## src/hw/rtl/triangle_morton_encoder_unit_defines.svh

```systemverilog
// ----------------------------------------------------------------------------
// triangle morton encoder unit - assertion macros
// shared concurrent assertion shorthands, clocked on clk, disabled in reset
// ----------------------------------------------------------------------------
`ifndef TRIANGLE_MORTON_ENCODER_UNIT_DEFINES_SVH
`define TRIANGLE_MORTON_ENCODER_UNIT_DEFINES_SVH

// same-cycle implication
`define TMEU_ASSERT_IMP(lbl, cond, prop, msg) \
	lbl: assert property (@(posedge clk) disable iff (!arst_n) (cond) |-> (prop)) else $error(msg);

// next-cycle implication
`define TMEU_ASSERT_NXT(lbl, cond, prop, msg) \
	lbl: assert property (@(posedge clk) disable iff (!arst_n) (cond) |=> (prop)) else $error(msg);

`endif

```

## src/hw/rtl/tmeu_pkg.sv

```systemverilog
// ----------------------------------------------------------------------------
// tmeu_pkg
// widths, types and helpers shared by the triangle morton encoder unit
// ----------------------------------------------------------------------------
package tmeu_pkg;

	localparam int COORD_W   = 32;
	localparam int QUANT_W   = 10;
	localparam int AXES      = 3;
	localparam int VERTS     = 3;

	localparam int EXT_W     = COORD_W + 1;
	localparam int OFF_W     = COORD_W + 2;
	localparam int DEN_W     = COORD_W + 2;
	localparam int SUM_W     = COORD_W + 4;
	localparam int NUM_W     = COORD_W + 3 + QUANT_W;
	localparam int POS_W     = NUM_W - QUANT_W;
	localparam int QUO_W     = QUANT_W + 1;
	localparam int STEP_W    = $clog2(QUANT_W + 1);
	localparam int CODE_W    = 3 * QUANT_W;

	localparam int TRI_W     = VERTS * AXES * COORD_W;
	localparam int IN_DATA_W = ((TRI_W + 7) / 8) * 8;
	localparam int OUT_DATA_W = ((CODE_W + 7) / 8) * 8;
	localparam int OUT_USER_W = 8;

	localparam int TU_CLIP   = 0;
	localparam int TU_DEG    = 1;

	localparam int CFG_IDX_W = 3;
	localparam int SETTLE_W  = 2;
	localparam logic [SETTLE_W-1:0] SETTLE_CYC = SETTLE_W'(3);

	localparam logic [QUANT_W-1:0] QMAX = {QUANT_W{1'b1}};

	typedef enum logic [CFG_IDX_W-1:0] {
		REG_BOX_MIN_X = 3'd0,
		REG_BOX_MIN_Y = 3'd1,
		REG_BOX_MIN_Z = 3'd2,
		REG_BOX_MAX_X = 3'd3,
		REG_BOX_MAX_Y = 3'd4,
		REG_BOX_MAX_Z = 3'd5
	} cfg_reg_t;

	// one triangle: [vertex][axis], vertex 0 axis x in the lowest bits
	typedef logic [VERTS-1:0][AXES-1:0][COORD_W-1:0] tri_t;

	// derived box values; the user keeps them static while items are in flight
	typedef struct packed {
		logic                         degenerate;
		logic [DEN_W-1:0]             den;
		logic [AXES-1:0][OFF_W-1:0]   off3;
	} derived_t;

	typedef struct packed {
		logic             neg;
		logic [NUM_W-1:0] rem;
		logic [QUO_W-1:0] quo;
	} axis_t;

	// index 0 x, 1 y, 2 z
	typedef axis_t [AXES-1:0] div_item_t;

	function automatic logic [CODE_W-1:0] interleave3(input logic [QUANT_W-1:0] qx,
		input logic [QUANT_W-1:0] qy, input logic [QUANT_W-1:0] qz);
		logic [CODE_W-1:0] c;
		c = '0;
		for (int k = 0; k < QUANT_W; k++) begin
			c[3*k+2] = qx[k];
			c[3*k+1] = qy[k];
			c[3*k]   = qz[k];
		end
		return c;
	endfunction

endpackage

```

## src/hw/rtl/tmeu_div_step.sv

```systemverilog
// ----------------------------------------------------------------------------
// tmeu_div_step
// one restoring division stage: resolves one quotient bit on all three axes
// ----------------------------------------------------------------------------
module tmeu_div_step (
	input  logic                        clk,
	input  logic                        arst_n,
	input  logic [tmeu_pkg::STEP_W-1:0] step_bit,
	input  logic [tmeu_pkg::DEN_W-1:0]  den,
	input  logic                        in_valid,
	output logic                        in_ready,
	input  tmeu_pkg::div_item_t         in_item,
	output logic                        out_valid,
	input  logic                        out_ready,
	output tmeu_pkg::div_item_t         out_item
);
	import tmeu_pkg::*;

	logic             v_s1;
	div_item_t        item_s1;
	div_item_t        item_d;
	logic [NUM_W-1:0] dsh;
	logic             ge;

	assign in_ready = !v_s1 || out_ready;
	assign dsh      = NUM_W'(den) << step_bit;

	always_comb begin
		ge     = 1'b0;
		item_d = in_item;
		for (int a = 0; a < AXES; a++) begin
			ge = (in_item[a].rem >= dsh);
			if (ge) begin
				item_d[a].rem = in_item[a].rem - dsh;
				item_d[a].quo = in_item[a].quo | (QUO_W'(1) << step_bit);
			end
		end
	end

	always_ff @(posedge clk or negedge arst_n) begin
		if (!arst_n)
			v_s1 <= 1'b0;
		else if (in_ready)
			v_s1 <= in_valid;
	end

	always_ff @(posedge clk) begin
		if (in_valid && in_ready)
			item_s1 <= item_d;
	end

	assign out_valid = v_s1;
	assign out_item  = item_s1;

endmodule

```

## config.mk

```make
export PLATFORM = sky130hd
export DESIGN_NAME = tmeu_div_step
export DESIGN_NICKNAME = d
export VERILOG_FILES = /design/src/hw/rtl/triangle_morton_encoder_unit_defines.svh /design/src/hw/rtl/tmeu_pkg.sv /design/src/hw/rtl/tmeu_div_step.sv
export SDC_FILE = /design/constraint.sdc
export NUM_CORES = 1
export LEC_CHECK = 0
export ABC_AREA = 1
export BUFFER_PORTS_ARGS = -buffer_cell sky130_fd_sc_hd__buf_2
export CORE_MARGIN = 4
export CORE_UTILIZATION = 50
export DETAILED_ROUTE_END_ITERATION = 8
export PLACE_DENSITY = 0.79
export SYNTH_ARGS = -nofsm -noshare
export SYNTH_HDL_FRONTEND = slang
export SYNTH_SLANG_ARGS = --single-unit
```

## constraint.sdc

```tcl
create_clock -name clk -period 27.5 [get_ports clk]
set_input_delay 0 -clock clk [delete_from_list [all_inputs] [get_ports clk]]
set_output_delay 0 -clock clk [all_outputs]
set_load 0.01 [all_outputs]
```

; After elaboration in Yosys (flattened, before gate mapping)
; Cells that the tools add are included.
[classes]
shifts = 2
order_cmp = 3
n_mul = 0
n_div = 0
bitwise_logic = 3
n_eq_ne = 0
mux = 3
n_addsub = 3
reduce_logical = 3
[ops]
columns = cell, count
row1 = 56-bit two-way mux, 3
row2 = 45-bit greater-or-equal comparator, 3
row3 = 45-bit subtractor, 3
row4 = 34-bit by 4-bit << shifter with 45-bit output, 1
row5 = 11-bit OR, 3
row6 = "1-bit by 4-bit << shifter with 11-bit output, first input constant", 1
row7 = 1-bit logical AND, 1
row8 = 1-bit logical NOT, 1
row9 = 1-bit logical OR, 1
[totals]
mem_count = 0
wordCells = 27
latch_bits = 0
output_inout_bits = 173
ram_bits = 0
inputBits = 213
reg_bits = 172
rom_bits = 0

; Logic depth before layout (Yosys ltp)
[depth]
depth_word = 3
ltp_mapped = 26
depth_no_buf = 24

; Worst setup path before layout
; OpenSTA, ideal clock, no wires.
[synth_path]
path_kind = register -> register
start = register v_s1 (netlist: out_valid)
end = register item_s1 (netlist bit out_item[0]), enable pin
arrival_ns = 8.676
path_stages_with_launch = 2
path_slack_ns = 18.065
period_less_slack_ns = 9.435
required_time_ns = 26.742
n_path_buf = 0
setup_ns = 0.758
path_cell_list = dfrtp_1 > a21oi_1
[synth_via]
elab_chain_cells = 3
[synth_lines]
columns = item, line
row1 = from (decl), tmeu_div_step.sv:19  ; logic v_s1;
row2 = from (signal assigned), tmeu_div_step.sv:44  ; v_s1 <= in_valid;
row3 = 1-bit logical NOT, tmeu_div_step.sv:25  ; assign in_ready = !v_s1 || out_ready;
row4 = 1-bit logical OR, tmeu_div_step.sv:25
row5 = 1-bit logical AND, tmeu_div_step.sv:48  ; if (in_valid && in_ready)
row6 = to (signal assigned), tmeu_div_step.sv:49  ; item_s1 <= item_d;
row7 = to (decl), tmeu_div_step.sv:20  ; div_item_t item_s1;
; No other way between the ends.
; A chain may end at the register's enable or synchronous reset.

==> results.md <==
- Cell variety after synth: 39
- Clock transition at path regs: approximately 0.080 ns
- Global-route wire length before repair: 132000 um
- Wire length per cell: 19.7 um
- RSZ-0062 raised after global routing: no
- DIE AREA: between 40000 and 50000 um^2
- Cts hold-fix bufs: around 170
- Seq cells post-synth: between 150 and 200
- Synth top area share: 0.262
- Worst relative slew slack: 0.169
- Initial drt markers: 2772
- Fmax: just under 200 MHz
- Syn-to-layout area delta: 22.7%
- Min-delay worst type: in -> reg
- Pin count of the biggest net entering global routing: 172
- Max_cap viols: 0
- Buf+Inv Stages, Crit Path: 3
- Count leader, synth: nand2_1
- Most Frequent Cell on Critical Path: nand2_1
- Leakage power: approximately 14 nW
- Num rows: 74
- Final #Nets: around 4300
- Delay of the slowest cell on the worst path: between 0.9 and 1 ns
- Congestion Overflow GR: 0
- CP max-delay cell: o21ai_0
- CTS max path bufs: 2
- Post-synth EDFFs: 171
- Root Buffer: clkbuf_16
- DRC violation count after routing: 0
- Post-CTS Setup Repair Bufs: 0
- GRT Total Usage: 0.389
- Post-Syn Instances: ~3500
- Latest clock arrival within the worst-skew pair: about 0.50 ns
- Clock period minus worst slack: 5.03 ns
- Warnings, synthesis: 0
- HPWL Detailed: about 71000 um
- CTS H-tree depth: 4
- Critical Path RT: between 20 and 30 ns
- Element type at the critical path end: flop
- Critical-path cell list: buf_2 -> inv_1 -> nand3_1 -> o21ai_0 -> mux2i_1 -> o21ai_0 -> ha_1 -> nand2_2 -> inv_1 -> nand2_1 -> nand2_1 -> a21oi_1 -> nand2_1 -> nand2_1 -> nand4_4 -> nand3_1 -> nand2_1
- Worst-Margin Slew: 1.25 ns
- Post-CTS Resized: 0
- Placer Congestion: about 1.1
- Outcome: complete, no violations
- Core ar.: a little over 40000 um^2
- Endpoints failing setup: 0
- Setup TNS: 0 ns
- Layout cells sized above 1: 0.127
- Synth area leaders: nand2_1, edfxtp_1, inv_1
- Cts bufs inserted: 17
- Critical path class: in -> reg
- Synth Net Count: 3813
- Commonest cells post-synth: nand2_1, inv_1, nand3_1
- Max VDD drop: approximately 0.051 mV
- Syn Std Cell Area: between 20000 and 25000 um^2
- Via count: roughly 25000
- Filler cell count: 3995
- Worst-path maximum fanout: 57
- Initial Util: 0.505
- Setup Skew: roughly 0.0095 ns
- Period utilization: 0.183
- PD cells: 49.1 nW/um^2
- Fin. Hold Viols: 0
- Worst EP arrival: around 5.3 ns
- # IOs: a little under 400
- Most used flip-flop cell after synthesis: edfxtp_1
- Synth area leader: nand2_1
- Async S/R FF share, synth: 0.00581
- Die Width: roughly 210 um
- Vias in the first global route: 22522
- Via/cell ratio: 5.41
- Final slew viol count: 0
- IO Port Bufs: just under 400
- Syn Area/Cell: approximately 6.0 um^2
- Height of the die: ~210 um
- Initial antenna violation count: 3
- Clock sinks: 172
- Pre-CTS WS: roughly 22 ns
- Detailed Route WL: 89400 um
- Delay-heaviest family, CP: simple AND/OR/NAND/NOR gates
- Detail Route Antenna Nets: 0
- TritonCTS clock tree: done
- Register area share after synthesis: 0.250
- Crit start category: input port
- Worst Slack Setup Final: 22.47 ns
- 1st-pass router iterations: 8
## cells by family (layout without fill, tap and decap cells)
logic type,count (synthesis),after routing,synth area share
compound gates,222,222,0.0618
xor+xnor,73,73,0.0310
fa+ha+maj,147,147,0.0902
buf+inv,675,1216,0.131
flops,172,172,0.250
mux,11,11,0.00534
other cells,0,4,0
simple gates,2153,2153,0.431
## tightest hold or removal path, cell delays in order
cell and delay [ns]:
buf_2 0.16, nand3_1 0.22, nand2_1 0.11
## where the power goes
| group | leakage (nW) | internal, W | switching (W) | total, W |
|---|---|---|---|---|
| sequential | 1.65 | 0.000337 | 0.0000100 | 0.000347 |
| combinational | 12.3 | 0.000212 | 0.000435 | 0.000647 |
| clock | 0.273 | 0.000119 | 0.000129 | 0.000248 |
| total | 14.2 | 0.000667 | 0.000575 | 0.00124 |
## area by class of cell
type | count | area (um^2) | share of cell area
Multi-Input combinational cell | 2606 | 12800 | 0.506
Sequential cell | 172 | 5160 | 0.204
Timing Repair Buffer | 580 | 3840 | 0.152
Inverter | 604 | 2270 | 0.0895
Tap cell | 532 | 666 | 0.0263
Clock buffer | 17 | 425 | 0.0168
Clock inverter | 15 | 131 | 0.00519
Antenna cell | 4 | 10.0 | 0.000395
## worst paths after layout
kind / from / slack (ns) / depth (start not counted) / end
min: in_item[141] / 0.08 / 3 / out_item[141]$_DFFE_PP_
max in group asynchronous: arst_n / 27.06 / 3 / out_valid$_DFFE_PN0N_
max: step_bit[1] / 22.47 / 17 / out_item[47]$_DFFE_PP_
max reg2reg: out_valid$_DFFE_PN0N_ / 25.61 / 2 / out_item[53]$_DFFE_PP_
min in group asynchronous: arst_n / 0.33 / 3 / out_valid$_DFFE_PN0N_
min reg2reg: out_valid$_DFFE_PN0N_ / 1.11 / 2 / out_item[103]$_DFFE_PP_
## flip-flops by register name, summed over array words and instances, names as in the netlist
name / count
out_item: 171
out_valid: 1
## metrics by stage
step / hold slack (ns) / area, um^2 / cells / power [W] / util
detailed placement: -0.225 / 23000 / 4320 / 0.000957 / 0.564
finish: 0.0848 / 25300 / 4530 / 0.00124 / 0.620
CTS: 0.0307 / 25300 / 4526 / 0.00122 / 0.620
global route: 0.0861 / 25300 / 4528 / 0.00132 / 0.620
floorplan: -0.296 / 20600 / 3453 / 0.000760 / -
global placement: -0.223 / 23000 / 4320 / 0.000955 / 0.564
## cell usage in the layout (no fill, tap or decap), types with 2 or more instances in the layout
cell type         n
nor3_1           18
nand3b_1         18
mux2i_1          11
or2_2             7
diode_2           4
dlygate4sd3_1   174
clkinv_1          5
nand2_4           2
buf_4            20
o22ai_1           3
inv_6             5
nor2_1          262
ha_1            144
a21oi_1          74
a21oi_4           4
edfxtp_1        171
xor2_1           73
clkinv_4          2
a22oi_1           6
o21ai_0          80
nand3_2          12
o21bai_1         12
inv_2            13
o21a_1            5
inv_1           588
a21o_1           36
inv_8             3
nand4_2           2
nand2_2          10
nand4_1          25
nor2_4            2
fa_1              3
clkbuf_16        17
nor2_2           18
nand2_1        1438
and2_1            4
nor3_2            2
nand3_1         332
buf_2           385
## layer usage
metal / GRT usage / share of wire
met1: 0.517 / 0.40
met2: 0.597 / 0.43
met3: 0.0927 / 0.11
met4: 0.186 / 0.055
met5: 0 / 0.00015
Power figures use the tool's default switching activity.
