--- config.mk ---
export PLATFORM = sky130hd
export DESIGN_NAME = tmeu_front
export DESIGN_NICKNAME = d
export VERILOG_FILES = /design/src/hw/rtl/triangle_morton_encoder_unit_defines.svh /design/src/hw/rtl/tmeu_pkg.sv /design/src/hw/rtl/tmeu_front.sv
export SDC_FILE = /design/constraint.sdc
export NUM_CORES = 1
export LEC_CHECK = 0
export ABC_AREA = 1
export BUFFER_PORTS_ARGS = -buffer_cell sky130_fd_sc_hd__buf_4
export CORE_MARGIN = 1.5
export CORE_UTILIZATION = 50
export DETAILED_ROUTE_END_ITERATION = 6
export PLACE_DENSITY = 0.71
export SYNTH_ARGS = -nofsm -noshare
export SYNTH_HDL_FRONTEND = slang
export SYNTH_SLANG_ARGS = --single-unit
--- constraint.sdc ---
create_clock -name clk -period 10.1 [get_ports clk]
set_input_delay 1.01 -clock clk [delete_from_list [all_inputs] [get_ports clk]]
set_output_delay 1.01 -clock clk [all_outputs]
set_load 0.02 [all_outputs]
--- src/hw/rtl/triangle_morton_encoder_unit_defines.svh ---
// ----------------------------------------------------------------------------
// triangle morton encoder unit - assertion macros
// shared concurrent assertion shorthands, clocked on clk, disabled in reset
// ----------------------------------------------------------------------------
`ifndef TRIANGLE_MORTON_ENCODER_UNIT_DEFINES_SVH
`define TRIANGLE_MORTON_ENCODER_UNIT_DEFINES_SVH

// same-cycle implication
`define TMEU_ASSERT_IMP(lbl, cond, prop, msg) \
	lbl: assert property (@(posedge clk) disable iff (!arst_n) (cond) |-> (prop)) else $error(msg);

// next-cycle implication
`define TMEU_ASSERT_NXT(lbl, cond, prop, msg) \
	lbl: assert property (@(posedge clk) disable iff (!arst_n) (cond) |=> (prop)) else $error(msg);

`endif

--- src/hw/rtl/tmeu_pkg.sv ---
// ----------------------------------------------------------------------------
// tmeu_pkg
// widths, types and helpers shared by the triangle morton encoder unit
// ----------------------------------------------------------------------------
package tmeu_pkg;

	localparam int COORD_W   = 32;
	localparam int QUANT_W   = 10;
	localparam int AXES      = 3;
	localparam int VERTS     = 3;

	localparam int EXT_W     = COORD_W + 1;
	localparam int OFF_W     = COORD_W + 2;
	localparam int DEN_W     = COORD_W + 2;
	localparam int SUM_W     = COORD_W + 4;
	localparam int NUM_W     = COORD_W + 3 + QUANT_W;
	localparam int POS_W     = NUM_W - QUANT_W;
	localparam int QUO_W     = QUANT_W + 1;
	localparam int STEP_W    = $clog2(QUANT_W + 1);
	localparam int CODE_W    = 3 * QUANT_W;

	localparam int TRI_W     = VERTS * AXES * COORD_W;
	localparam int IN_DATA_W = ((TRI_W + 7) / 8) * 8;
	localparam int OUT_DATA_W = ((CODE_W + 7) / 8) * 8;
	localparam int OUT_USER_W = 8;

	localparam int TU_CLIP   = 0;
	localparam int TU_DEG    = 1;

	localparam int CFG_IDX_W = 3;
	localparam int SETTLE_W  = 2;
	localparam logic [SETTLE_W-1:0] SETTLE_CYC = SETTLE_W'(3);

	localparam logic [QUANT_W-1:0] QMAX = {QUANT_W{1'b1}};

	typedef enum logic [CFG_IDX_W-1:0] {
		REG_BOX_MIN_X = 3'd0,
		REG_BOX_MIN_Y = 3'd1,
		REG_BOX_MIN_Z = 3'd2,
		REG_BOX_MAX_X = 3'd3,
		REG_BOX_MAX_Y = 3'd4,
		REG_BOX_MAX_Z = 3'd5
	} cfg_reg_t;

	// one triangle: [vertex][axis], vertex 0 axis x in the lowest bits
	typedef logic [VERTS-1:0][AXES-1:0][COORD_W-1:0] tri_t;

	// derived box values; the user keeps them static while items are in flight
	typedef struct packed {
		logic                         degenerate;
		logic [DEN_W-1:0]             den;
		logic [AXES-1:0][OFF_W-1:0]   off3;
	} derived_t;

	typedef struct packed {
		logic             neg;
		logic [NUM_W-1:0] rem;
		logic [QUO_W-1:0] quo;
	} axis_t;

	// index 0 x, 1 y, 2 z
	typedef axis_t [AXES-1:0] div_item_t;

	function automatic logic [CODE_W-1:0] interleave3(input logic [QUANT_W-1:0] qx,
		input logic [QUANT_W-1:0] qy, input logic [QUANT_W-1:0] qz);
		logic [CODE_W-1:0] c;
		c = '0;
		for (int k = 0; k < QUANT_W; k++) begin
			c[3*k+2] = qx[k];
			c[3*k+1] = qy[k];
			c[3*k]   = qz[k];
		end
		return c;
	endfunction

endpackage

--- src/hw/rtl/tmeu_front.sv ---
// ----------------------------------------------------------------------------
// tmeu_front
// three stages: partial sums, full vertex sum, scaling by the quantiser max
// ----------------------------------------------------------------------------
module tmeu_front (
	input  logic                  clk,
	input  logic                  arst_n,
	input  logic                  in_valid,
	output logic                  in_ready,
	input  tmeu_pkg::tri_t        tri_in,
	input  tmeu_pkg::derived_t    derived,
	output logic                  out_valid,
	input  logic                  out_ready,
	output tmeu_pkg::div_item_t   out_item
);
	import tmeu_pkg::*;

	logic                     v_s1, v_s2, v_s3;
	logic                     rdy1, rdy2, rdy3;
	logic signed [SUM_W-1:0]  pa_s1 [AXES];
	logic signed [SUM_W-1:0]  pb_s1 [AXES];
	logic signed [SUM_W-1:0]  sum_s2 [AXES];
	div_item_t                item_s3;
	div_item_t                item_d;

	assign rdy3     = !v_s3 || out_ready;
	assign rdy2     = !v_s2 || rdy3;
	assign rdy1     = !v_s1 || rdy2;
	assign in_ready = rdy1;

	// sum * (2^q - 1) as a shift and subtract; only used when the sum is not negative
	always_comb begin
		for (int a = 0; a < AXES; a++) begin
			item_d[a].neg = sum_s2[a][SUM_W-1];
			item_d[a].rem = {sum_s2[a][POS_W-1:0], {QUANT_W{1'b0}}}
				- {{QUANT_W{1'b0}}, sum_s2[a][POS_W-1:0]};
			item_d[a].quo = '0;
		end
	end

	always_ff @(posedge clk or negedge arst_n) begin
		if (!arst_n) begin
			v_s1 <= 1'b0;
			v_s2 <= 1'b0;
			v_s3 <= 1'b0;
		end else begin
			if (rdy1) v_s1 <= in_valid;
			if (rdy2) v_s2 <= v_s1;
			if (rdy3) v_s3 <= v_s2;
		end
	end

	always_ff @(posedge clk) begin
		if (in_valid && rdy1) begin
			for (int a = 0; a < AXES; a++) begin
				pa_s1[a] <= SUM_W'($signed(tri_in[0][a])) + SUM_W'($signed(tri_in[1][a]));
				pb_s1[a] <= SUM_W'($signed(tri_in[2][a]))
					+ $signed({{(SUM_W-OFF_W){1'b0}}, derived.off3[a]});
			end
		end
		if (v_s1 && rdy2) begin
			for (int a = 0; a < AXES; a++)
				sum_s2[a] <= pa_s1[a] + pb_s1[a];
		end
		if (v_s2 && rdy3)
			item_s3 <= item_d;
	end

	assign out_valid = v_s3;
	assign out_item  = item_s3;

endmodule

-- Word level (Yosys, flattened, before mapping)
Memories as Yosys holds them, arrays and structs flattened.
Index checks and enable logic that the tools add are counted.
- memories kept: 3
- bits in registers: 141
- memory bits (writable): 324
- input bits: 429
- output and inout port bits: 173
- word-level logic and storage cells: 37
- memories (name ; depth ; bits a word ; rd ports ; clocked after memory_dff ; wr ports ; line ; source):
    pa_s1 ; 3 ; 36 ; 3 ; 0 ; 3 ; tmeu_front.sv:20 ; logic signed [SUM_W-1:0] pa_s1 [AXES];
    pb_s1 ; 3 ; 36 ; 3 ; 0 ; 3 ; tmeu_front.sv:21 ; logic signed [SUM_W-1:0] pb_s1 [AXES];
    sum_s2 ; 3 ; 36 ; 3 ; 0 ; 3 ; tmeu_front.sv:22 ; logic signed [SUM_W-1:0] sum_s2 [AXES];
- $add $sub $neg: 12
- multiplexer cells: 4
- reduce and logical (&&, ||, !) cells: 9
- operators with widths (operator ; number):
    $sub A45 B35 Y45 ; 3
    $add A32 B35 Y36 ; 3
    $add A36 B36 Y36 ; 3
    $add A32 B32 Y33 ; 3
    $mux W1 ; 4
    $logic_and A1 B1 Y1 ; 3
    $logic_not A1 Y1 ; 3
    $logic_or A1 B1 Y1 ; 3

-- Depth between registers and ports, before layout
- depth in word-level cells: 7
- gate-level depth with buffers: 14
- gate-level depth less buffers: 14

-- Least setup slack after synthesis
No wires, ideal clock.
- kind: in2reg
- start point: input port out_ready
- end point: register item_s3, in the netlist out_item[100], enable pin
- stages: 2
- path buffers: 0
- slack: 1765 ps
- required time: 9419 ps
- library setup time: 681 ps
- arrival time: 7654 ps
- cell sequence: inv_1 a21oi_1
- word-level cells in the longest chain between the ends: 2
- ends and longest elaborated chain (what ; line ; source):
    start, declared ; tmeu_front.sv:13 ; input logic out_ready,
    $logic_or A1 B1 Y1 ; tmeu_front.sv:26 ; assign rdy3 = !v_s3 || out_ready;
    $logic_and A1 B1 Y1 ; tmeu_front.sv:65 ; if (v_s2 && rdy3)
    end signal, assigned ; tmeu_front.sv:66 ; item_s3 <= item_d;
    end, declared ; tmeu_front.sv:23 ; div_item_t item_s3;
Every way passes these cells.
A chain may end at the register's enable or synchronous reset.

==> results.txt <==
cell chain of the critical path: buf_4, inv_1, nand2_1, nor2_1, nand2_1, nand2_1, inv_8, buf_4
final period utilization: 30.3%
worst-margin pin slew: 1100 ps
hold_buf cts: 0
IR drop worst, VDD: 0.233 mV
initial antenna violation count: 5
max-slew violation count: 0
Fill cells: 8591
Mean Syn Cell Area: 6.62 um^2
Synth async-reset ratio: 0.658%
root buffer cell: clkbuf_16
Routed WL: 147 mm
Final Setup Violations: 0
Fmax achieved: 327 MHz
CTS Buffer Depth: 3
max-cap violation count: 0
type of origin of the critical path: primary input
total grt overflow: 0
Core Area: 86900 um^2
WL/cell: 17.4 um
Final Util: 58.9%
non-filler instance count after layout: 8430
Relative slew margins: 26.7%
DRC violations left: 0
post_cts resized: 0
Synth Flop Type: edfxtp_1
CTS tree: done
arrival time worst endpoint: 3310 ps
share of layout cells above drive strength 1: 10.7%
Nets: 8051
Post-Synthesis Cells: 6640
RSZ-0062 raised after global routing: false
Post-Syn Area: 44000 um^2
post-synthesis sequential area ratio: 31.1%
placed cell areas: 49300 um^2
crit-path most repeated cell: nand2_1
Vias/cell: 5.18
All-Layer GR Usage: 31.9%
worst-path fanout max: 127
die area: 89700 um^2
Final GP Congestion: 1.01
post-route ant nets: 0
Final HPWL DP: 127 mm
post-CTS setup buffer count: 0
Post-synth EDFFs: 453
crit path buf inv count: 4
vias in the first global route: 41533
crit path max-delay cell type: buf_4
CP endpoint kind: flip-flop
via count: 43655
clk sinks: 456
Area growth, synth to finish: 16.4%
row count: 108
Yosys reg bits: 456
Hold WS: 140 ps
register area: 13700 um^2
PortBufs: 533
CP Class: primary input to flip-flop
status: completed
H-tree levels: 2
Initial DRC Count: 2866
die width: 300 um
num ports: 602
commonest cells after routing, fill and taps aside: 2398 x nand2_1, 1178 x inv_1, 659 x nor2_1
Total Neg Setup Slack: 0 ps
max incr delay on CP: 910 ps
most common library cell in the layout ignoring fill and taps: nand2_1
Starting Density: 50.6%
fin area: 51200 um^2
clock-pin slew on the worst setup and hold paths: 60 ps
cts bufs inserted: 51
crit-path leading delay family: buffers and inverters
reg2reg setup slack: 7090 ps
leak pwr: 27.4 nW
chip height: 300 um
Hold Path Class: primary input to asynchronous set/reset pin
clock skew: 28.3 ps
first-pass GRT wire length: 222 mm
Placed Cells incl. Taps: 8331
Worst Path Required: 10350 ps
worst-skew pair later-pin latency: 650 ps
power density cells: 222 nW/um^2
post-synth cell types: 39
TritonRoute pass-1 iters: 6
area of the multi-input gates: 25700 um^2
Final Hold Vio Count: 0
yosys warns: 0
largest net degree at the start of global routing: 128
Period minus WS final: 3060 ps
==> per-stage QoR <==
step                      total power [W]  setup slack [ps]
after CTS                          0.0114              7080
after global routing               0.0122              6880
after global placement            0.00926              6540
final                              0.0114              7040
after floorplan                   0.00729              1760
after detailed placement          0.00931              6450
==> flip-flops by register name, summed over array words and instances, names as in the netlist <==
name / cells
out_item: 138
v_s1: 1
out_valid: 1
v_s2: 1
pb_s1: 108
sum_s2: 108
pa_s1: 99
==> layer usage <==
metal / wire (um) / global-route usage [%] / up-vias / part of all wire, %
met4: 6760 / 13.5 / 6 / 4.6
met5: 41 / 0 / - / 0.028
li1: - / - / 22179 / -
met2: 71400 / 57.0 / 1350 / 49
met3: 7770 / 3.27 / 284 / 5.3
met1: 60500 / 39.0 / 19836 / 41
==> synth_stat cells, types with 8 or more instances <==
library cell,n,area [um^2]
a21o_1,8,60.1
a21oi_1,386,1930
a31oi_1,8,50.1
and2_1,16,100
buf_4,33,248
edfxtp_1,453,13600
fa_1,9,180
ha_1,384,4800
inv_1,1180,4430
inv_2,8,30.0
nand2_1,2398,9000
nand2_2,51,319
nand3_1,315,1580
nand3_2,41,410
nand4_1,65,407
nor2_1,659,2470
nor2_2,29,181
nor2_4,8,90.1
nor3_1,99,495
o21ai_0,188,941
o21bai_1,36,270
xnor2_1,24,210
xor2_1,209,1830
==> kinds of logic (layout without fill, tap and decap cells) <==
family / count (synthesis) / count (layout) / share of synthesized area [%]
AND/OR/NAND/NOR: 3700 / 3700 / 34.6
XOR/XNOR: 233 / 233 / 4.64
flip-flops: 456 / 456 / 31.1
other: 1 / 36 / 0.00853
buffers and inverters: 1222 / 1822 / 10.7
AO/OA/AOI/OAI: 635 / 635 / 7.61
adder cells (fa/ha/maj): 393 / 393 / 11.3
==> worst register-to-register path, delay by kind of cell, from the launching register on <==
| kind | cells | cell delay [ps] |
|---|---|---|
| buf+inv | 2 | 1720 |
| flops | 1 | 420 |
| simple gates | 4 | 410 |
==> worst paths after layout <==
path | start | end | depth (start not counted)
setup / recovery | out_ready | pa_s1[0][19] | 8
hold / removal | arst_n | v_s2 | 1
setup reg to reg | out_valid | pa_s1[0][19] | 6
hold reg to reg | sum_s2[0][107] | out_item[170] | 0
max in group asynchronous | arst_n | v_s1 | 1
min in group clk | sum_s2[0][107] | out_item[170] | 0
==> area by class of cell <==
class	count	area share, %
Clock inverter	40	1.02
Timing Repair Buffer	537	7.88
Antenna cell	3	0.0147
Clock buffer	56	2.57
Sequential cell	456	26.7
Inverter	1189	8.74
Multi-Input combinational cell	4994	50.2
Tap cell	1155	2.82
==> report_power, final <==
part	total (W)	internal [W]	switching, W	leakage (nW)
Combinational	0.00600	0.00198	0.00402	22.1
Clock	0.00202	0.00119	0.000830	0.894
Sequential	0.00335	0.00297	0.000379	4.42
Note: power is estimated with default switching activity, not from simulation.
