File: src/hw/rtl/triangle_morton_encoder_unit_defines.svh
// ----------------------------------------------------------------------------
// triangle morton encoder unit - assertion macros
// shared concurrent assertion shorthands, clocked on clk, disabled in reset
// ----------------------------------------------------------------------------
`ifndef TRIANGLE_MORTON_ENCODER_UNIT_DEFINES_SVH
`define TRIANGLE_MORTON_ENCODER_UNIT_DEFINES_SVH

// same-cycle implication
`define TMEU_ASSERT_IMP(lbl, cond, prop, msg) \
	lbl: assert property (@(posedge clk) disable iff (!arst_n) (cond) |-> (prop)) else $error(msg);

// next-cycle implication
`define TMEU_ASSERT_NXT(lbl, cond, prop, msg) \
	lbl: assert property (@(posedge clk) disable iff (!arst_n) (cond) |=> (prop)) else $error(msg);

`endif

File: src/hw/rtl/tmeu_pkg.sv
// ----------------------------------------------------------------------------
// tmeu_pkg
// widths, types and helpers shared by the triangle morton encoder unit
// ----------------------------------------------------------------------------
package tmeu_pkg;

	localparam int COORD_W   = 32;
	localparam int QUANT_W   = 10;
	localparam int AXES      = 3;
	localparam int VERTS     = 3;

	localparam int EXT_W     = COORD_W + 1;
	localparam int OFF_W     = COORD_W + 2;
	localparam int DEN_W     = COORD_W + 2;
	localparam int SUM_W     = COORD_W + 4;
	localparam int NUM_W     = COORD_W + 3 + QUANT_W;
	localparam int POS_W     = NUM_W - QUANT_W;
	localparam int QUO_W     = QUANT_W + 1;
	localparam int STEP_W    = $clog2(QUANT_W + 1);
	localparam int CODE_W    = 3 * QUANT_W;

	localparam int TRI_W     = VERTS * AXES * COORD_W;
	localparam int IN_DATA_W = ((TRI_W + 7) / 8) * 8;
	localparam int OUT_DATA_W = ((CODE_W + 7) / 8) * 8;
	localparam int OUT_USER_W = 8;

	localparam int TU_CLIP   = 0;
	localparam int TU_DEG    = 1;

	localparam int CFG_IDX_W = 3;
	localparam int SETTLE_W  = 2;
	localparam logic [SETTLE_W-1:0] SETTLE_CYC = SETTLE_W'(3);

	localparam logic [QUANT_W-1:0] QMAX = {QUANT_W{1'b1}};

	typedef enum logic [CFG_IDX_W-1:0] {
		REG_BOX_MIN_X = 3'd0,
		REG_BOX_MIN_Y = 3'd1,
		REG_BOX_MIN_Z = 3'd2,
		REG_BOX_MAX_X = 3'd3,
		REG_BOX_MAX_Y = 3'd4,
		REG_BOX_MAX_Z = 3'd5
	} cfg_reg_t;

	// one triangle: [vertex][axis], vertex 0 axis x in the lowest bits
	typedef logic [VERTS-1:0][AXES-1:0][COORD_W-1:0] tri_t;

	// derived box values; the user keeps them static while items are in flight
	typedef struct packed {
		logic                         degenerate;
		logic [DEN_W-1:0]             den;
		logic [AXES-1:0][OFF_W-1:0]   off3;
	} derived_t;

	typedef struct packed {
		logic             neg;
		logic [NUM_W-1:0] rem;
		logic [QUO_W-1:0] quo;
	} axis_t;

	// index 0 x, 1 y, 2 z
	typedef axis_t [AXES-1:0] div_item_t;

	function automatic logic [CODE_W-1:0] interleave3(input logic [QUANT_W-1:0] qx,
		input logic [QUANT_W-1:0] qy, input logic [QUANT_W-1:0] qz);
		logic [CODE_W-1:0] c;
		c = '0;
		for (int k = 0; k < QUANT_W; k++) begin
			c[3*k+2] = qx[k];
			c[3*k+1] = qy[k];
			c[3*k]   = qz[k];
		end
		return c;
	endfunction

endpackage

File: src/hw/rtl/tmeu_cfg.sv
// ----------------------------------------------------------------------------
// tmeu_cfg
// scene box registers and the short pipeline that derives divisor and offsets
// ----------------------------------------------------------------------------
module tmeu_cfg (
	input  logic                           clk,
	input  logic                           arst_n,
	input  logic                           cfg_valid,
	output logic                           cfg_ready,
	input  logic [tmeu_pkg::CFG_IDX_W-1:0] cfg_index,
	input  logic [tmeu_pkg::COORD_W-1:0]   cfg_data,
	output tmeu_pkg::derived_t             derived,
	output logic                           settling
);
	import tmeu_pkg::*;

	logic [COORD_W-1:0]          min_q [AXES];
	logic [COORD_W-1:0]          max_q [AXES];
	logic signed [EXT_W-1:0]     ext_q [AXES];
	logic [OFF_W-1:0]            off3_q [AXES];
	logic signed [EXT_W-1:0]     emax_q;
	logic [DEN_W-1:0]            den_q;
	logic                        deg_q;
	logic [SETTLE_W-1:0]         settle_q;
	logic signed [EXT_W-1:0]     ext_d [AXES];
	logic [EXT_W-1:0]            negmin_d [AXES];
	logic signed [EXT_W-1:0]     emax_d;
	logic                        wr;

	assign cfg_ready = 1'b1;
	assign wr        = cfg_valid && cfg_ready;

	always_ff @(posedge clk or negedge arst_n) begin
		if (!arst_n) begin
			for (int a = 0; a < AXES; a++) begin
				min_q[a] <= '0;
				max_q[a] <= '0;
			end
		end else if (wr) begin
			unique case (cfg_reg_t'(cfg_index))
				REG_BOX_MIN_X: min_q[0] <= cfg_data;
				REG_BOX_MIN_Y: min_q[1] <= cfg_data;
				REG_BOX_MIN_Z: min_q[2] <= cfg_data;
				REG_BOX_MAX_X: max_q[0] <= cfg_data;
				REG_BOX_MAX_Y: max_q[1] <= cfg_data;
				REG_BOX_MAX_Z: max_q[2] <= cfg_data;
				default: ;
			endcase
		end
	end

	// extents and negated minima for the tripled offsets
	always_comb begin
		for (int a = 0; a < AXES; a++) begin
			ext_d[a]    = $signed({max_q[a][COORD_W-1], max_q[a]})
				- $signed({min_q[a][COORD_W-1], min_q[a]});
			negmin_d[a] = EXT_W'(0) - {min_q[a][COORD_W-1], min_q[a]};
		end
	end

	always_comb begin
		emax_d = ext_q[0];
		if (ext_q[1] > emax_d) emax_d = ext_q[1];
		if (ext_q[2] > emax_d) emax_d = ext_q[2];
	end

	always_ff @(posedge clk or negedge arst_n) begin
		if (!arst_n) begin
			for (int a = 0; a < AXES; a++) begin
				ext_q[a]  <= '0;
				off3_q[a] <= '0;
			end
			emax_q   <= '0;
			den_q    <= '0;
			deg_q    <= 1'b1;
			settle_q <= '0;
		end else begin
			for (int a = 0; a < AXES; a++) begin
				ext_q[a]  <= ext_d[a];
				off3_q[a] <= min_q[a][COORD_W-1]
					? ({1'b0, negmin_d[a]} + {negmin_d[a], 1'b0}) : '0;
			end
			emax_q <= emax_d;
			den_q  <= {1'b0, emax_q} + {emax_q, 1'b0};
			deg_q  <= emax_q[EXT_W-1] || (emax_q == '0);
			if (wr)
				settle_q <= SETTLE_CYC;
			else if (settle_q != '0)
				settle_q <= settle_q - SETTLE_W'(1);
		end
	end

	always_comb begin
		derived.degenerate = deg_q;
		derived.den        = den_q;
		for (int a = 0; a < AXES; a++)
			derived.off3[a] = off3_q[a];
	end

	assign settling = (settle_q != '0);

endmodule

File: config.mk
export PLATFORM = sky130hd
export DESIGN_NAME = tmeu_cfg
export DESIGN_NICKNAME = d
export VERILOG_FILES = /design/src/hw/rtl/triangle_morton_encoder_unit_defines.svh /design/src/hw/rtl/tmeu_pkg.sv /design/src/hw/rtl/tmeu_cfg.sv
export SDC_FILE = /design/constraint.sdc
export NUM_CORES = 1
export LEC_CHECK = 0
export ABC_AREA = 1
export BUFFER_PORTS_ARGS = -buffer_cell sky130_fd_sc_hd__clkbuf_2
export CAP_MARGIN = 20
export CORE_AREA = 10 10 277 279
export CTS_BUF_LIST = sky130_fd_sc_hd__clkbuf_8
export DETAILED_ROUTE_END_ITERATION = 16
export DIE_AREA = 0 0 287 289
export SLEW_MARGIN = 20
export SYNTH_ARGS = -nofsm -noshare
export SYNTH_HDL_FRONTEND = slang
export SYNTH_SLANG_ARGS = --single-unit
File: constraint.sdc
create_clock -name clk -period 4.5 [get_ports clk]
set_input_delay 0.45 -clock clk [delete_from_list [all_inputs] [get_ports clk]]
set_output_delay 0.45 -clock clk [all_outputs]
set_load 0.1 [all_outputs]
Word-level counts from Yosys, hierarchy flattened
Cells that the tools add are included.
Cells by class
  equality and inequality tests: 5
  $add $sub $neg: 11
  reductions and logical operators: 11
  magnitude comparators: 2
  multiplexer cells: 7
Operators with widths (number)
  33-bit by 34-bit adder with 34-bit output: 4
  34-bit 2-to-1 mux: 3
  1-bit by 32-bit subtractor with 33-bit output (first input constant): 3
  32-bit by 32-bit subtractor with 33-bit output: 3
  33-bit greater-than comparator: 2
  33-bit 2-to-1 mux: 2
  33-bit zero test: 1
  2-bit AND reduction: 6
  3-bit by 2-bit == test with 1-bit output (second input constant): 2
  3-bit == test (second input constant): 2
  2-bit 2-to-1 mux: 2
  2-bit nonzero test: 2
  3-bit by 1-bit == test with 1-bit output (second input constant): 1
  3-bit zero test: 1
  2-bit by 1-bit subtractor with 2-bit output (second input constant): 1
  1-bit logical OR: 1
Storage, ports and cells
  bits of input ports: 38
  bits in registers: 463
  word-level logic and storage cells: 52

Longest topological paths before layout
  depth in word-level cells: 4
  gate-level depth with buffers: 32
  gate-level depth less buffers: 30

Worst setup path before layout
No wires, ideal clock.
  path kind: register to register
  start: reg ext_q[65] (netlist name)
  end: reg emax_q[32]
  setup slack: 1.172 ns
  period minus slack after synthesis: 3.328 ns
  stages on the path, launching flop included: 25
  arrival time: 3.263 ns
  buffers on the path: 2
  library setup time: 0.065 ns
  cell sequence: dfrtp_1 > ha_1 > a21o_1 > nor2_1 > nand2_1 > a21oi_2 > nand3_2 > nand2_1 > nand3_4 > buf_6 > nand2_1 > nand2_1 > ha_1 > nand2_1 > inv_1 > nand3_1 > nor2_1 > and3_1 > nand3b_1 > nand3_1 > nand2_1 > nand2_2 > buf_2 > nand3_1 > nand2_1
Between the ends
  cells in the longest elaborated chain, start to end: 4
Ends and longest elaborated chain
  from (decl): line tmeu_cfg.sv:19  | logic signed [EXT_W-1:0] ext_q [AXES];
  from (signal, indexed assignment): line tmeu_cfg.sv:79  | ext_q[a] <= ext_d[a];
  33-bit greater-than comparator: line tmeu_cfg.sv:63  | if (ext_q[1] > emax_d) emax_d = ext_q[1];
  33-bit 2-to-1 mux (*): line tmeu_cfg.sv:63
  33-bit greater-than comparator: line tmeu_cfg.sv:64  | if (ext_q[2] > emax_d) emax_d = ext_q[2];
  33-bit 2-to-1 mux (*): line tmeu_cfg.sv:64
  named net emax_d[32]: line tmeu_cfg.sv:27  | logic signed [EXT_W-1:0] emax_d;
  to (signal assigned): line tmeu_cfg.sv:83  | emax_q <= emax_d;
  to (decl): line tmeu_cfg.sv:21  | logic signed [EXT_W-1:0] emax_q;
Mark *: on every way through the listed nets, which the timed path passes. The rest lies on a longest branch.
A chain may end at the register's enable or synchronous reset.

Final worst setup path
  start: reg ext_q[70] (netlist name)
  end: reg emax_q[21]
Same word-level chain as after synthesis.

==> out/qor.yml <==
crit_path_max_incr_delay_ps: 340
async_flop_share: 1.000
netlist_area_um2: 32320
die_x_um: 287
clock_tree.buffer_depth: 3
fmaxAchievable_mhz: 241.0
synth_edf_count: 0
tns_ps: 0
grt_overflow: 0
synth_area_leaders: "dfrtp_1 (36%), ha_1 (12%), nand2_1 (10%)"
drtIter0Drc: 2335
grt_max_degree: 105
synth_ff_type: "dfrtp_1"
place_congestion: 0.9950
drv_cap: 0
io_pins: 177
synthDistinctLibCells: 56
worstPathMaxFanout: 20
antenna_left: 0
die_area_um2: 82940
synthesis.instances: 4265
slew_headroom: 0.4020
post-route-min-period_ps: 4150
post_cts_buffers: 0
nets: 4837
setup_viol: 0
synth_area_leader_cell: "dfrtp_1"
path_clk_slew_ps: 60
crit_top_cell: "nand2_1"
via_count: 28758
antenna_found_initial: 16
outcome: "complete, no violations"
clk_latency_ps: 710
hold_viol_final: 0
worst_pin_slew_ps: 897.0
first_pass_iters: 6
avgSynthCellArea_um2: 7.577
path_cells: "inv_1 -> ha_1 -> nand2_1 -> nor2_1 -> nand2_1 -> nor3_1 -> nand3b_2 -> nand4_1 -> nand3_4 -> nand2_1 -> nand2_1 -> ha_1 -> nand2_1 -> inv_1 -> nand3_1 -> nor2_1 -> and3_1 -> nand3b_1 -> nand3_1 -> nand2_1 -> nand2_2 -> buf_4 -> nand3_1 -> nand2_1"
maxSlewViolCount: 0
crit_type: "reg2reg"
placeableCoreArea_um2: 71120
numCtsBuffers: 84
yosysTopAreaCellShare: 0.3577
cp_slowest_cell: "buf_4"
start_util: 0.4544
grt_setup_unrepaired: "no"
grt_pass1_vias: 27622
track_usage: 0.2423
critical_path_required_ps: 5140
die_y_um: 289
start_kind: "flop"
ys_ff_latch: 463
worst_ep_arrival_time_ps: 4790
final_layout_size_suffix_gt1_frac: 0.09626
synth_fp_nets: 4617
wl_per_cell_um: 18.58
hp-class: "in2reg"
cts_max_level: 3
ctsRootBufferMaster: "clkbuf_8"
vias_per_cell: 5.227
area_growth_syn_to_layout_pct: 11.77
final_common_cell: "nand2_1"
grt_pass1_wl_mm: 158.2
cts_tree: "yes"
ys_warn_count: 0
most-common-layout-cells: "nand2_1 (886), inv_1 (643), dfrtp_1 (462)"
drt_wl_total_mm: 102.3
hpwl_mm: 82.84
layout_worst_path_cycle_share: 0.9222
clock-sinks: 463
port_buffers: 175
critPathCaptureType: "flop"
ys_seq_area_frac: 0.3586
finClkSkew_ps: 42.26
drc: 0
row_count: 98
==> state kept, by name, indices dropped and copies added, names as in the netlist <==
| signal | count |
|---|---|
| max_q | 96 |
| settle_q | 2 |
| emax_q | 33 |
| deg_q | 1 |
| derived | 102 |
| ext_q | 99 |
| min_q | 96 |
| den_q | 34 |
==> metrics by stage <==
stage,std cells,cell area (um^2),hold WS (ps),utilization,worst slack (ps)
after global placement,5346,34270,465.2,0.4819,293.5
after floorplan,4265,32320,154.4,-,1172
after global routing,5501,36120,201.5,0.5078,29.96
after detailed placement,5346,34270,474.1,0.4819,245.6
after CTS,5499,36080,176.6,0.5073,222.4
final,5502,36120,212.4,0.5079,350.0
==> critical path: cells and delay by family (launching register included) <==
| family | cells | cell delay (ps) |
|---|---|---|
| flip-flops | 1 | 320 |
| buffers and inverters | 3 | 460 |
| AND/OR/NAND/NOR | 19 | 2720 |
| adder cells (fa/ha/maj) | 2 | 580 |
==> metal layers <==
| layer | routed length (um) | vias up | track usage |
|---|---|---|---|
| li1 | - | 14501 | - |
| met1 | 47670 | 13366 | 0.3342 |
| met2 | 45790 | 745 | 0.3869 |
| met3 | 6263 | 142 | 0.03988 |
| met4 | 2516 | 4 | 0.07174 |
| met5 | 19 | - | 0 |
==> repair_timing <==
action                                  in CTS  in global routing
endpoints found under the hold margin       97                  0
hold buffers                                 2                  0
resized for setup                            0                  3
endpoints found under the setup margin       0                 33
==> kinds of logic (layout without fill, tap and decap cells) <==
group	count (synthesis)	after routing	synth area share
buffers and inverters	689	973	0.08305
XOR/XNOR	208	208	0.05637
AO/OA/AOI/OAI	943	943	0.1556
flip-flops	463	463	0.3586
AND/OR/NAND/NOR	1647	1648	0.2238
adder cells (fa/ha/maj)	314	314	0.1225
other	1	3	0.0001160
==> final timing paths <==
path,from,slack [ps],to,cells after the start
worst max-delay path,ext_q[70],350,emax_q[21],24
worst min-delay path,cfg_data[25],210,min_q[57],3
worst max register to register,ext_q[70],350,emax_q[21],24
worst min register to register,emax_q[0],470,den_q[0],0
max in group asynchronous,arst_n,2940,derived[46],3
min in group asynchronous,arst_n,330,den_q[8],2
==> cells in the mapped netlist (6+ instances only) <==
| library cell | n |
|---|---|
| nor2_2 | 6 |
| o21bai_1 | 14 |
| nand2_1 | 889 |
| o221ai_1 | 19 |
| a21o_1 | 27 |
| o21ai_0 | 434 |
| nor4_1 | 23 |
| nand4_1 | 52 |
| xnor2_1 | 37 |
| nor3_1 | 52 |
| a21oi_1 | 390 |
| a21boi_0 | 7 |
| a31oi_1 | 10 |
| ha_1 | 310 |
| nand3_1 | 146 |
| buf_2 | 6 |
| xor2_1 | 171 |
| clkbuf_1 | 46 |
| nor2_1 | 372 |
| inv_1 | 615 |
| dfrtp_1 | 462 |
| o21a_1 | 25 |
| nand2_2 | 26 |
| inv_2 | 10 |
| nand3b_1 | 6 |
| nand3_2 | 48 |
==> layout make-up <==
type | count | area (um^2)
Multi-Input combinational cell | 3114 | 18100
Fill cell | 7282 | 35000
Clock inverter | 51 | 407.9
Antenna cell | 2 | 5.005
Sequential cell | 463 | 11590
Tap cell | 950 | 1189
Timing Repair Buffer | 196 | 1099
Inverter | 626 | 2352
Clock buffer | 100 | 1376
Power is left out: the tool's default activity adds up to more than one toggle a clock period on the data nets, which glitch-free logic cannot reach.
